<file path="src/hdl/fcpr_pkg.sv">
// Shared types, constants and the CRC-8 byte update for the framed command receiver.
// No dependencies.
`timescale 1ns / 1ps

package fcpr_pkg;

  localparam logic [7:0] SYNC_BYTE_RST = 8'hAA;
  localparam int unsigned MAX_PAYLOAD   = 32;
  localparam logic [7:0] MAX_LEN        = 8'(MAX_PAYLOAD);

  localparam logic [7:0] CRC_POLY = 8'h07;

  localparam logic [7:0] ID_ARM    = 8'h01;
  localparam logic [7:0] ID_DISARM = 8'h02;
  localparam logic [7:0] ID_DRIVE  = 8'h03;
  localparam logic [7:0] DRIVE_BYTES = 8'd4;

  // Packed so packet_id lands in the lowest bits.
  typedef struct packed {
    logic               drive_updated;
    logic signed [15:0] right_drive;
    logic signed [15:0] left_drive;
    logic               armed;
    logic [7:0]         packet_id;
  } fcpr_result_t;

  localparam int unsigned RESULT_W = $bits(fcpr_result_t);
  localparam int unsigned TDATA_W  = ((RESULT_W + 7) / 8) * 8;

  // CRC-8, MSB first, no reflection; one byte per call.
  function automatic logic [7:0] crc8_feed(input logic [7:0] crc, input logic [7:0] data);
    logic [7:0] c;
    c = crc ^ data;
    for (int i = 0; i < 8; i++) begin
      if (c[7]) begin
        c = {c[6:0], 1'b0} ^ CRC_POLY;
      end else begin
        c = {c[6:0], 1'b0};
      end
    end
    return c;
  endfunction

endpackage

</file>
<file path="src/hdl/framed_command_packet_receiver.sv">
// Top level of the framed command receiver: input byte register, sync-byte register,
// frame parser and result register. Depends on fcpr_pkg, fcpr_core, fcpr_out_reg.
`timescale 1ns / 1ps
//
//  Channel   Dir  Handshake                    Payload
//  --------  ---  ---------------------------  -------------------------------------
//  s_axis    in   s_axis_tvalid/s_axis_tready  tdata[7:0] received_byte
//  m_axis    out  m_axis_tvalid/m_axis_tready  tdata: id, armed, left, right, updated
//  cfg       in   cfg_we_i (no wait)           cfg_wdata_i = frame sync byte
//
// One byte per cycle sustained while the result register is not stalled. A byte is held
// in the input register and parsed by the combinational frame logic; a good frame's result
// is loaded into the result register when the CRC byte leaves the input register.
// Reset clears the phase to hunting, arm flag and drive values to zero, sync byte 0xAA.
// A stalled result register holds the parser; an empty input register still takes one
// more byte, then s_axis_tready drops until the result is taken.

module framed_command_packet_receiver (
  input  logic        clk_i,
  input  logic        rst_ni,
  // received_byte[7:0]
  input  logic [7:0]  s_axis_tdata,
  input  logic        s_axis_tvalid,
  output logic        s_axis_tready,
  // packet_id[7:0], armed[8], left_drive[24:9], right_drive[40:25],
  // drive_updated[41], zero fill [47:42]
  output logic [47:0] m_axis_tdata,
  output logic        m_axis_tvalid,
  input  logic        m_axis_tready,
  input  logic        cfg_we_i,
  input  logic [7:0]  cfg_wdata_i
);
  import fcpr_pkg::*;

  logic         in_valid_q;
  logic [7:0]   in_byte_q;
  logic [7:0]   start_q;
  logic         advance;
  logic         out_free;
  logic         res_valid;
  fcpr_result_t res;
  fcpr_result_t out_res;

  // Sync byte; a change mid-frame only matters at the next hunt.
  always_ff @(posedge clk_i or negedge rst_ni) begin
    if (!rst_ni) begin
      start_q <= SYNC_BYTE_RST;
    end else if (cfg_we_i) begin
      start_q <= cfg_wdata_i;
    end
  end

  // Parser steps whenever a byte is held and the result slot can take its outcome.
  assign advance       = in_valid_q & out_free;
  assign s_axis_tready = ~in_valid_q | advance;

  always_ff @(posedge clk_i or negedge rst_ni) begin
    if (!rst_ni) begin
      in_valid_q <= 1'b0;
    end else if (s_axis_tready) begin
      in_valid_q <= s_axis_tvalid;
    end
  end

  always_ff @(posedge clk_i) begin
    if (s_axis_tvalid && s_axis_tready) in_byte_q <= s_axis_tdata;
  end

  fcpr_core u_core (
    .clk_i        (clk_i),
    .rst_ni       (rst_ni),
    .step_i       (advance),
    .byte_i       (in_byte_q),
    .sync_byte_i  (start_q),
    .res_valid_o  (res_valid),
    .res_o        (res)
  );

  fcpr_out_reg u_out (
    .clk_i   (clk_i),
    .rst_ni  (rst_ni),
    .load_i  (res_valid),
    .res_i   (res),
    .free_o  (out_free),
    .valid_o (m_axis_tvalid),
    .ready_i (m_axis_tready),
    .res_o   (out_res)
  );

  assign m_axis_tdata = {(TDATA_W - RESULT_W)'(0), out_res};

  a_in_hold: assert property (@(posedge clk_i) disable iff (!rst_ni)
    in_valid_q && !advance |=> in_valid_q && $stable(in_byte_q))
    else $error("held input byte lost");

endmodule

</file>
<file path="src/hdl/fcpr_core.sv">
// Frame parser: phase register, running CRC, first payload bytes, arm/drive state.
// Depends on fcpr_pkg.
`timescale 1ns / 1ps

module fcpr_core (
  input  logic                  clk_i,
  input  logic                  rst_ni,
  input  logic                  step_i,
  input  logic [7:0]            byte_i,
  input  logic [7:0]            sync_byte_i,
  output logic                  res_valid_o,
  output fcpr_pkg::fcpr_result_t res_o
);
  import fcpr_pkg::*;

  localparam logic [2:0] PH_START   = 3'd0;
  localparam logic [2:0] PH_ID      = 3'd1;
  localparam logic [2:0] PH_LEN     = 3'd2;
  localparam logic [2:0] PH_PAYLOAD = 3'd3;
  localparam logic [2:0] PH_CRC     = 3'd4;

  logic [2:0]         phase_q, phase_d;
  logic [7:0]         id_q, id_d;
  logic [7:0]         len_q, len_d;
  logic [7:0]         idx_q, idx_d;
  logic [7:0]         crc_q, crc_d;
  logic               armed_q, armed_d;
  logic signed [15:0] left_q, left_d;
  logic signed [15:0] right_q, right_d;
  logic [7:0]         pay_q [4];
  logic               pay_we;
  logic               upd;
  logic               valid;

  always_comb begin
    phase_d = phase_q;
    id_d    = id_q;
    len_d   = len_q;
    idx_d   = idx_q;
    crc_d   = crc_q;
    armed_d = armed_q;
    left_d  = left_q;
    right_d = right_q;
    pay_we  = 1'b0;
    upd     = 1'b0;
    valid   = 1'b0;
    case (phase_q)
      PH_START: begin
        if (byte_i == sync_byte_i) phase_d = PH_ID;
      end
      PH_ID: begin
        id_d    = byte_i;
        crc_d   = crc8_feed(8'h00, byte_i);
        phase_d = PH_LEN;
      end
      PH_LEN: begin
        len_d = byte_i;
        crc_d = crc8_feed(crc_q, byte_i);
        idx_d = 8'd0;
        if (byte_i > MAX_LEN) begin
          phase_d = PH_START;
        end else if (byte_i == 8'd0) begin
          phase_d = PH_CRC;
        end else begin
          phase_d = PH_PAYLOAD;
        end
      end
      PH_PAYLOAD: begin
        pay_we = (idx_q < DRIVE_BYTES);
        crc_d  = crc8_feed(crc_q, byte_i);
        idx_d  = idx_q + 8'd1;
        if (idx_d >= len_q) phase_d = PH_CRC;
      end
      PH_CRC: begin
        phase_d = PH_START;
        if (byte_i == crc_q) begin
          valid = 1'b1;
          if (id_q == ID_ARM) begin
            armed_d = 1'b1;
          end else if (id_q == ID_DISARM) begin
            armed_d = 1'b0;
          end else if (id_q == ID_DRIVE && len_q == DRIVE_BYTES) begin
            left_d  = {pay_q[1], pay_q[0]};
            right_d = {pay_q[3], pay_q[2]};
            upd     = 1'b1;
          end
        end
      end
      default: phase_d = PH_START;
    endcase
  end

  always_ff @(posedge clk_i or negedge rst_ni) begin
    if (!rst_ni) begin
      phase_q <= PH_START;
      id_q    <= '0;
      len_q   <= '0;
      idx_q   <= '0;
      crc_q   <= '0;
      armed_q <= 1'b0;
      left_q  <= '0;
      right_q <= '0;
    end else if (step_i) begin
      phase_q <= phase_d;
      id_q    <= id_d;
      len_q   <= len_d;
      idx_q   <= idx_d;
      crc_q   <= crc_d;
      armed_q <= armed_d;
      left_q  <= left_d;
      right_q <= right_d;
    end
  end

  // First four payload bytes; no reset, read only after a full drive frame.
  always_ff @(posedge clk_i) begin
    if (step_i && pay_we) pay_q[idx_q[1:0]] <= byte_i;
  end

  assign res_valid_o         = step_i & valid;
  assign res_o.packet_id     = id_q;
  assign res_o.armed         = armed_d;
  assign res_o.left_drive    = left_d;
  assign res_o.right_drive   = right_d;
  assign res_o.drive_updated = upd;

  a_res_from_crc: assert property (@(posedge clk_i) disable iff (!rst_ni)
    res_valid_o |-> phase_q == PH_CRC && byte_i == crc_q)
    else $error("result outside CRC phase");

  a_upd_is_drive: assert property (@(posedge clk_i) disable iff (!rst_ni)
    res_valid_o && res_o.drive_updated |-> id_q == ID_DRIVE && len_q == DRIVE_BYTES)
    else $error("drive update from wrong frame");

  a_long_drop: assert property (@(posedge clk_i) disable iff (!rst_ni)
    step_i && phase_q == PH_LEN && byte_i > MAX_LEN |=> phase_q == PH_START)
    else $error("oversize length not dropped");

endmodule

</file>
<file path="src/hdl/fcpr_out_reg.sv">
// Result register on the master side; holds a result until it is taken.
// Depends on fcpr_pkg.
`timescale 1ns / 1ps

module fcpr_out_reg (
  input  logic                   clk_i,
  input  logic                   rst_ni,
  input  logic                   load_i,
  input  fcpr_pkg::fcpr_result_t res_i,
  output logic                   free_o,
  output logic                   valid_o,
  input  logic                   ready_i,
  output fcpr_pkg::fcpr_result_t res_o
);
  import fcpr_pkg::*;

  logic         valid_q;
  fcpr_result_t res_q;

  assign free_o = ~valid_q | ready_i;

  always_ff @(posedge clk_i or negedge rst_ni) begin
    if (!rst_ni) begin
      valid_q <= 1'b0;
    end else if (load_i) begin
      valid_q <= 1'b1;
    end else if (ready_i) begin
      valid_q <= 1'b0;
    end
  end

  always_ff @(posedge clk_i) begin
    if (load_i) res_q <= res_i;
  end

  assign valid_o = valid_q;
  assign res_o   = res_q;

endmodule
</file>
<file path="config.mk">
export PLATFORM = sky130hd
export DESIGN_NAME = framed_command_packet_receiver
export DESIGN_NICKNAME = d
export VERILOG_FILES = /design/src/hdl/fcpr_pkg.sv /design/src/hdl/framed_command_packet_receiver.sv /design/src/hdl/fcpr_core.sv /design/src/hdl/fcpr_out_reg.sv
export SDC_FILE = /design/constraint.sdc
export NUM_CORES = 1
export LEC_CHECK = 0
export BUFFER_PORTS_ARGS = -buffer_cell sky130_fd_sc_hd__buf_2
export CAP_MARGIN = 30
export CORE_AREA = 8 8 116 118
export CTS_BUF_LIST = sky130_fd_sc_hd__clkbuf_8 sky130_fd_sc_hd__clkbuf_16
export DETAILED_ROUTE_END_ITERATION = 10
export DIE_AREA = 0 0 124 126
export PLACE_DENSITY = 0.89
export SKIP_CTS_REPAIR_TIMING = 1
export SYNTH_ARGS = -nofsm -noshare
export SYNTH_HDL_FRONTEND = slang
export SYNTH_SLANG_ARGS = --single-unit
</file>
<file path="constraint.sdc">
create_clock -name clk_i -period 12.3 [get_ports clk_i]
set_input_delay 1.845 -clock clk_i [delete_from_list [all_inputs] [get_ports clk_i]]
set_output_delay 1.845 -clock clk_i [all_outputs]
set_load 0.02 [all_outputs]
</file>
Word-level counts from Yosys, hierarchy flattened
Memory sizes are Yosys's and may differ from the RTL's.
Cells that the tools add are included.
{"block": "word_totals", "ff_bits": 128, "ram_bits": 32, "out_inout_bits": 50, "n_memories": 1}
{"block": "classes", "n_addsub": 1, "magnitude_cmp": 3, "eq_ne": 12, "n_mux": 73, "bitwise": 32, "reduce_logical": 14}
{"name": "u_core.pay_q", "words": 4, "width": 8, "read_ports": 4, "rd_ports_with_merged_regs": 0, "write_ports": 1, "line_no": "fcpr_core.sv:30", "text": "logic [7:0] pay_q [4];"}
{"operator": "two-way mux 8 bit", "count": 21}
{"operator": "two-way mux 16 bit", "count": 10}
{"operator": "two-way mux 3 bit", "count": 27}
{"operator": "NOT 3 bit", "count": 23}
{"operator": "case mux 8 bit (3 select lines)", "count": 1}
{"operator": "equality test 8 x 2 -> 1 bit, second input constant", "count": 2}
{"operator": "equality test 8 bit", "count": 2}
{"operator": "case mux 8 bit (2 select lines)", "count": 1}
{"operator": "two-way mux 1 bit", "count": 12}
{"operator": "case mux 3 bit (4 select lines)", "count": 1}
{"operator": "adder 8 x 1 -> 8 bit, second input constant", "count": 1}
{"operator": "equality test 8 x 1 -> 1 bit, second input constant", "count": 1}
{"operator": "equality test 8 x 3 -> 1 bit, second input constant", "count": 1}
{"operator": "greater-or-equal comparator 8 bit", "count": 1}
{"operator": "greater-than comparator 8 x 6 -> 1 bit, second input constant", "count": 1}
{"operator": "logical NOT 8 bit", "count": 1}
{"operator": "less-than comparator 8 x 3 -> 1 bit, second input constant", "count": 1}
{"operator": "AND reduction 2 bit", "count": 4}
{"operator": "XOR 8 bit", "count": 1}
{"operator": "equality test 3 x 2 -> 1 bit, second input constant", "count": 2}
{"operator": "!= test 2 x 1 -> 1 bit, second input constant", "count": 2}
{"operator": "NOT 1 bit", "count": 4}
{"operator": "nonzero test 2 bit", "count": 2}
{"operator": "OR reduction 4 bit", "count": 1}
{"operator": "8 further kinds", "count": 12}

Depth between registers and ports, before layout
Gate-level depths: netlist (run 1).
{"block": "logic_depth", "depth_word": 25, "ltp_mapped": 10, "mapped_depth_nobuf": 10}

Modules after synthesis
Synthesis (run 1) repeated with hierarchy kept, for this count alone.
{"block": "hier_totals", "cells_unflattened": 504, "area_unflattened_um2": 7178.1}
{"mod": "fcpr_core", "n_inst": 1, "cells_per_inst": 422, "area_each_um2": 5193.7}
{"mod": "fcpr_out_reg", "n_inst": 1, "cells_per_inst": 45, "area_each_um2": 1308.8}
{"mod": "framed_command_packet_receiver", "n_inst": 1, "cells_per_inst": 37, "area_each_um2": 675.6}

Worst setup path before layout (run 1)
Ideal clock, no wire load.
{"block": "synth_timing", "kind": "input to register", "startpoint": "in m_axis_tready", "endpoint": "reg u_out.res_q, in the netlist u_out.res_o[0], enable pin", "arrival_time_ns": 3.955, "slack_ns": 7.904, "stages": 3, "n_path_buf": 0, "cell_sequence": "nand2b_1 -> nand2_1 -> nor2_1"}
{"block": "synth_via", "elab_chain_len": 3}
{"element": "start, declared", "line_no": "framed_command_packet_receiver.sv:29", "text": "input logic m_axis_tready,"}
{"element": "OR 1 bit", "line_no": "fcpr_out_reg.sv:20", "text": "assign free_o = ~valid_q | ready_i;"}
{"element": "AND 1 bit", "line_no": "framed_command_packet_receiver.sv:54", "text": "assign advance = in_valid_q & out_free;"}
{"element": "AND 1 bit", "line_no": "fcpr_core.sv:120", "text": "assign res_valid_o = step_i & valid;"}
{"element": "net res_valid", "line_no": "framed_command_packet_receiver.sv:40", "text": "logic res_valid;"}
{"element": "end signal, assigned", "line_no": "fcpr_out_reg.sv:33", "text": "if (load_i) res_q <= res_i;"}
{"element": "end, declared", "line_no": "fcpr_out_reg.sv:18", "text": "fcpr_result_t res_q;"}
The timed path passes the listed nets, and every way through them passes these cells.
A chain may end at the register's enable or synchronous reset.

Final worst setup path (run 1)
{"block": "layout_timing", "startpoint": "in m_axis_tready", "endpoint": "out s_axis_tready"}
{"block": "layout_via", "elab_chain_len": 3}
{"element": "OR 1 bit", "line_no": "fcpr_out_reg.sv:20"}
{"element": "AND 1 bit", "line_no": "framed_command_packet_receiver.sv:54"}
{"element": "OR 1 bit", "line_no": "framed_command_packet_receiver.sv:55", "text": "assign s_axis_tready = ~in_valid_q | advance;"}
{"element": "end, declared", "line_no": "framed_command_packet_receiver.sv:24", "text": "output logic s_axis_tready,"}
Every way passes these cells.

==> results of run 1 <==
worst paths after layout:
kind | startpoint | endpoint | slack [ns]
setup / recovery | m_axis_tready | s_axis_tready | 8.15
hold / removal | u_core.id_q[2]$_DFFE_PN0P_ | u_out.res_o[2]$_DFFE_PP_ | 0.47
setup reg to reg | in_byte_q[7]$_DFFE_PP_ | u_out.res_o[33]$_DFFE_PP_ | 8.84
hold reg to reg | u_core.id_q[2]$_DFFE_PN0P_ | u_out.res_o[2]$_DFFE_PP_ | 0.47
max in group asynchronous | rst_ni | start_q[5]$_DFFE_PN1P_ | 10.34
min in group asynchronous | rst_ni | u_core.left_q[10]$_DFFE_PN0P_ | 1.31
metal layers:
| metal | share of wire | up-vias | track usage | wire length, um |
|---|---|---|---|---|
| met1 | 0.38 | 2168 | 0.224 | 5870 |
| met4 | 0.033 | 0 | 0.0959 | 510 |
| met2 | 0.51 | 192 | 0.349 | 7890 |
| met5 | 0 | - | 0 | 0 |
| met3 | 0.071 | 49 | 0.0550 | 1090 |
| li1 | - | 1948 | - | - |
cell type report:
| type | count | area (um^2) |
|---|---|---|
| clock buffer | 17 | 425 |
| clock inverter | 14 | 204 |
| fill | 776 | 3570 |
| inverter | 19 | 71.3 |
| multi-input combinational | 308 | 2450 |
| sequential | 160 | 4420 |
| tap | 147 | 184 |
| timing repair buffer | 68 | 385 |
Yosys cell counts (2+ instances only):
library cell,number
a211oi_1,2
and2_1,5
a22o_1,6
nand2b_1,9
a21oi_1,8
and3_1,2
dfstp_2,4
nor3_1,3
mux2_2,77
o21a_1,2
a21o_1,2
o21ai_0,26
nor2_1,16
clkbuf_1,15
nand4_1,6
ha_1,19
dfrtp_1,74
nand2_1,35
inv_1,19
nor4_1,3
and4_1,2
nand3_1,9
xnor2_1,34
edfxtp_1,82
xor2_1,8
xnor3_1,2
a22oi_1,2
buf_4,6
buf_6,7
a2111oi_0,2
a311oi_1,2
through the flow:
step | instances | setup WS [ns] | util | instance area [um^2] | power, mW
final | 733 | 8.15 | 0.695 | 8140 | 1.57
after global routing | 733 | 8.13 | 0.695 | 8140 | 1.64
after CTS | 732 | 8.14 | 0.693 | 8120 | 1.57
after detailed placement | 701 | 8.15 | 0.639 | 7490 | 1.01
after global placement | 700 | 8.17 | 0.638 | 7470 | 0.984
after floorplan | 515 | 7.90 | - | 7120 | 0.930
power breakdown:
part / internal [mW] / switching (mW)
combinational: 0.145 / 0.172
clock: 0.342 / 0.219
sequential: 0.622 / 0.0716
total: 1.11 / 0.463
sequential cells by signal, indices dropped and copies added, names as in the netlist:
name,cells
in_byte_q,8
in_valid_q,1
start_q,8
u_core.armed_q,1
u_core.crc_q,8
u_core.id_q,8
u_core.idx_q,8
u_core.left_q,16
u_core.len_q,8
u_core.pay_q,32
u_core.phase_q,3
u_core.right_q,16
u_out.res_o,42
u_out.valid_o,1
cell families after synthesis:
kind of cell,after synthesis,share of synthesized area
AO/OA/AOI/OAI,59,0.0524
XOR/XNOR,44,0.0582
adder cells (fa/ha/maj),19,0.0335
buffers and inverters,47,0.0354
flip-flops,160,0.623
multiplexers,77,0.122
other,1,0.000528
AND/OR/NAND/NOR,103,0.0753
==> out/qor.yml, run 1 <==
outcome:
  outcome: "finished, final reports clean"
global_route:
  grt_pass1_wl_mm: 23.7
  grt_pass1_vias: 4571
  antenna_found_initial: 0
  gr-total-overflow: 0
  grt_use_total: 0.202
  grt_max_degree: 79
yosys:
  synth_area_um2: 7100
  syn_inst: 510
  synth-seq-cells: 160
  synth.area.top_cells: "edfxtp_1 (35%), dfrtp_1 (26%), mux2_2 (12%), xnor2_1 (4.2%), ha_1 (3.3%)"
  synth_enable_flop_cells: 82
  yosys_warnings: 0
  synth_cell_types: 52
  yosysSeqAreaShare: 0.623
  syn_area_per_cell_um2: 13.9
  synthFlopType: "edfxtp_1"
  synth_top_area_share: 0.347
  synth_largest_area_cell: "edfxtp_1"
  async_flop_share: 0.488
clocking:
  root_buffer: "clkbuf_16"
  cts_max_path_buffers: 2
  cts_tree: "yes"
  insertion_delay_ns: 0.43
  cts_inserted_buffers: 17
  clock-sinks: 160
  clkSlewWorstSetupHoldPaths_ns: 0.06
  h-tree-depth: 4
die:
  rows: 40
  die_h_um: 126
  initial_core_util: 0.606
  dieArea_um2: 15600
  coreArea_um2: 11700
  boundaryPins: 71
  die_w_um: 124
timing:
  skew_ns: 0.00996
  min_period_ns: 4.15
  fin_setup_tns_ns: 0
  fmaxAchievable_mhz: 241
  final_max_slew_viol_count: 0
  setup_viol: 0
  whs_ns: 0.474
  fin_crit_sh: 0.338
  final_hold_viol_count: 0
  tightest_slew_ns: 0.858
  rsz0062_at_grt: "false"
  max_slew_margin: 0.427
setup_path:
  worst_setup_path_end_kind: "output port"
  required_ns: 10.45
  critPathLaunchType: "primary input"
  crit_path_cell_trace: "buf_2, nand3b_1, buf_2"
  cpLargestDelayFamily: "buffers and inverters"
  worst-path-buf-inv: 2
  critPathMaxStageDelay_ns: 0.19
  path_max_fanout: 3
  cpMaxStageDelayCell: "buf_2"
  cp.depth: 3
  arrival_ns: 2.31
  cpMostUsedCell: "buf_2"
  critical_path_class: "primary input to output port"
  worstRegToRegCells: 8
final_layout:
  drive_above_1_share: 0.317
  final_common_cell: "edfxtp_1"
  nets: 614
  area_delta_synth_final_pct: 14.7
  layout_common_cells: "edfxtp_1 (82), mux2_2 (77), dfrtp_1 (74)"
  insertedDiodeCount: 0
detailed_routing:
  viasPerCell: 5.94
  drc: 0
  wl_mm: 15.4
  wl_per_cell_um: 21.0
  drtPass1Iterations: 6
  vias: 4357
  drtIter0Drc: 475
  ant_nets: 0
place:
  dp_hpwl_mm: 9.77
  gp_congestion: 0.880
  io_buffers: 64
min_path:
  worstHoldPathType: "register to register"
  min_path_cells: 0
pwr:
  p_leak_nw: 3.59
  powerDensity_nw_per_um2: 193
  ir_drop_v: 0.000168
job:
  max_cap_violations: 0
(Power assumes the default switching activity.)
==> inputs of run 2 (changes only) <==
--- a/config.mk
+++ b/config.mk
@@ -7,11 +7,11 @@
 export LEC_CHECK = 0
 export BUFFER_PORTS_ARGS = -buffer_cell sky130_fd_sc_hd__buf_2
 export CAP_MARGIN = 30
-export CORE_AREA = 8 8 116 118
+export CORE_AREA = 8 8 125 127
 export CTS_BUF_LIST = sky130_fd_sc_hd__clkbuf_8 sky130_fd_sc_hd__clkbuf_16
 export DETAILED_ROUTE_END_ITERATION = 10
-export DIE_AREA = 0 0 124 126
-export PLACE_DENSITY = 0.89
+export DIE_AREA = 0 0 133 135
+export PLACE_DENSITY = 0.82
 export SKIP_CTS_REPAIR_TIMING = 1
 export SYNTH_ARGS = -nofsm -noshare
 export SYNTH_HDL_FRONTEND = slang
==> constraint.sdc (replaced) <==
create_clock -name clk_i -period 3.75 [get_ports clk_i]
set_input_delay 0.5625 -clock clk_i [delete_from_list [all_inputs] [get_ports clk_i]]
set_output_delay 0.5625 -clock clk_i [all_outputs]
set_load 0.02 [all_outputs]
==> out/qor.yml, run 2 (synthesis gave the netlist of run 1 again) <==
global_route:
  grt_max_degree: 51
  grt_pass1_vias: 4530
  grt_use_total: 0.173
  grt_pass1_wl_mm: 24.2
  gr-total-overflow: 0
  antenna_found_initial: 0
pwr:
  p_leak_nw: 3.61
  powerDensity_nw_per_um2: 613
  total_power_mw: 5.01
  ir_drop_v: 0.000380
timing:
  tightest_slew_ns: 0.641
  setup_viol: 0
  fin_setup_tns_ns: 0
  final_hold_viol_count: 0
  rsz0062_at_grt: "false"
  fmaxAchievable_mhz: 308
  fin_crit_sh: 0.865
  final_max_slew_viol_count: 0
  whs_ns: 0.0868
  skew_ns: 0.00863
  max_slew_margin: 0.571
  min_period_ns: 3.24
place:
  dp_hpwl_mm: 10.1
  io_buffers: 64
  gp_congestion: 0.874
  post_dp_cell_area_um2: 7590
die:
  dieArea_um2: 18000
  die_w_um: 133
  boundaryPins: 71
  die_h_um: 135
  rows: 43
  coreArea_um2: 13600
  initial_core_util: 0.521
detailed_routing:
  vias: 4287
  drc: 0
  viasPerCell: 5.55
  drtPass1Iterations: 5
  wl_mm: 14.9
  wl_per_cell_um: 19.3
  ant_nets: 0
  drtIter0Drc: 315
outcome:
  outcome: "finished, final reports clean"
setup_path:
  required_ns: 3.92
  arrival_ns: 3.41
  worst_setup_path_end_kind: "register"
  crit_start: "in_byte_q[7]$_DFFE_PP_"
  critPathLaunchType: "register"
  critical_path_class: "register to register"
  path_max_fanout: 33
  reg2reg_from: "in_byte_q[7]$_DFFE_PP_"
final_layout:
  area_delta_synth_final_pct: 15.1
  drive_above_1_share: 0.315
  insertedDiodeCount: 0
  nets: 620
  final_common_cell: "edfxtp_1"
  fill_cells: 993
  layout_common_cells: "edfxtp_1 (82), mux2_2 (77), dfrtp_1 (74)"
  fin_area_um2: 8170
  largest_reg_flops: 42
clocking:
  root_buffer: "clkbuf_16"
  h-tree-depth: 4
  clock-sinks: 160
  clkSlewWorstSetupHoldPaths_ns: 0.06
  cts_tree: "yes"
  insertion_delay_ns: 0.42
  cts_max_path_buffers: 2
  cts_inserted_buffers: 17
min_path:
  worstHoldPathType: "primary input to async pin"
job:
  max_cap_violations: 0
## run 2: changes by cell type in the layout (fill, tap and decap cells not counted)
cell / before / now
clkinvlp_4: 4 / 3
inv_6: 3 / 1
buf_12: 1 / 0
inv_1: 19 / 23
bufinv_16: 4 / 3
buf_4: 3 / 10
inv_8: 2 / 0
clkinv_2: 1 / 2
clkinv_1: 0 / 2
## run 2: worst max-delay path: stages, from the launching register on
cell and delay [ns]:
edfxtp_1 0.60, xnor2_1 0.33, ha_1 0.19, nand4_1 0.09, or4_4 0.56, or2_4 0.28, nor2_2 0.10, buf_4 0.41
mux2_2 0.41
## run 2: worst paths after layout
path / slack, ns / cells after the start / to
max: 0.51 / 8 / u_out.res_o[32]$_DFFE_PP_
min: 0.09 / 1 / u_core.left_q[1]$_DFFE_PN0P_
max reg2reg: 0.51 / 8 / u_out.res_o[32]$_DFFE_PP_
min reg2reg: 0.49 / 0 / u_out.res_o[2]$_DFFE_PP_
max in group asynchronous: 3.00 / 2 / start_q[5]$_DFFE_PN1P_
min in group clk_i: 0.32 / 1 / in_byte_q[0]$_DFFE_PP_
## run 2: cell type report
class | instances | area, um^2 | share of cell area
clock buffers | 17 | 425 | 0.0521
clock inverters | 15 | 154 | 0.0188
inverters | 19 | 71.3 | 0.00873
multi-input cells | 308 | 2450 | 0.300
flip-flops and latches | 160 | 4420 | 0.541
well taps | 180 | 225 | 0.0276
repair buffers | 74 | 418 | 0.0512
## run 2: layer usage
metal,vias up,global-route usage,routed length (um)
met1,2144,0.207,6200
met2,159,0.290,7610
met5,-,0,0
met4,0,0.0612,238
met3,23,0.0531,866
li1,1961,-,-
## run 2: report_power, final
part | internal (mW) | total [mW] | switching (mW)
clock network | 1.03 | 1.69 | 0.663
logic | 0.489 | 1.06 | 0.569
registers | 2.04 | 2.25 | 0.214
total | 3.56 | 5.01 | 1.45
## run 2: metrics by stage
stage	utilization	worst slack [ns]	instances
6_report	0.600	0.506	773
5_1_grt	0.600	0.340	773
4_1_cts	0.600	0.491	773
3_3_place_gp	0.555	0.538	740
2_1_floorplan	-	0.579	515
3_5_place_dp	0.557	0.499	741
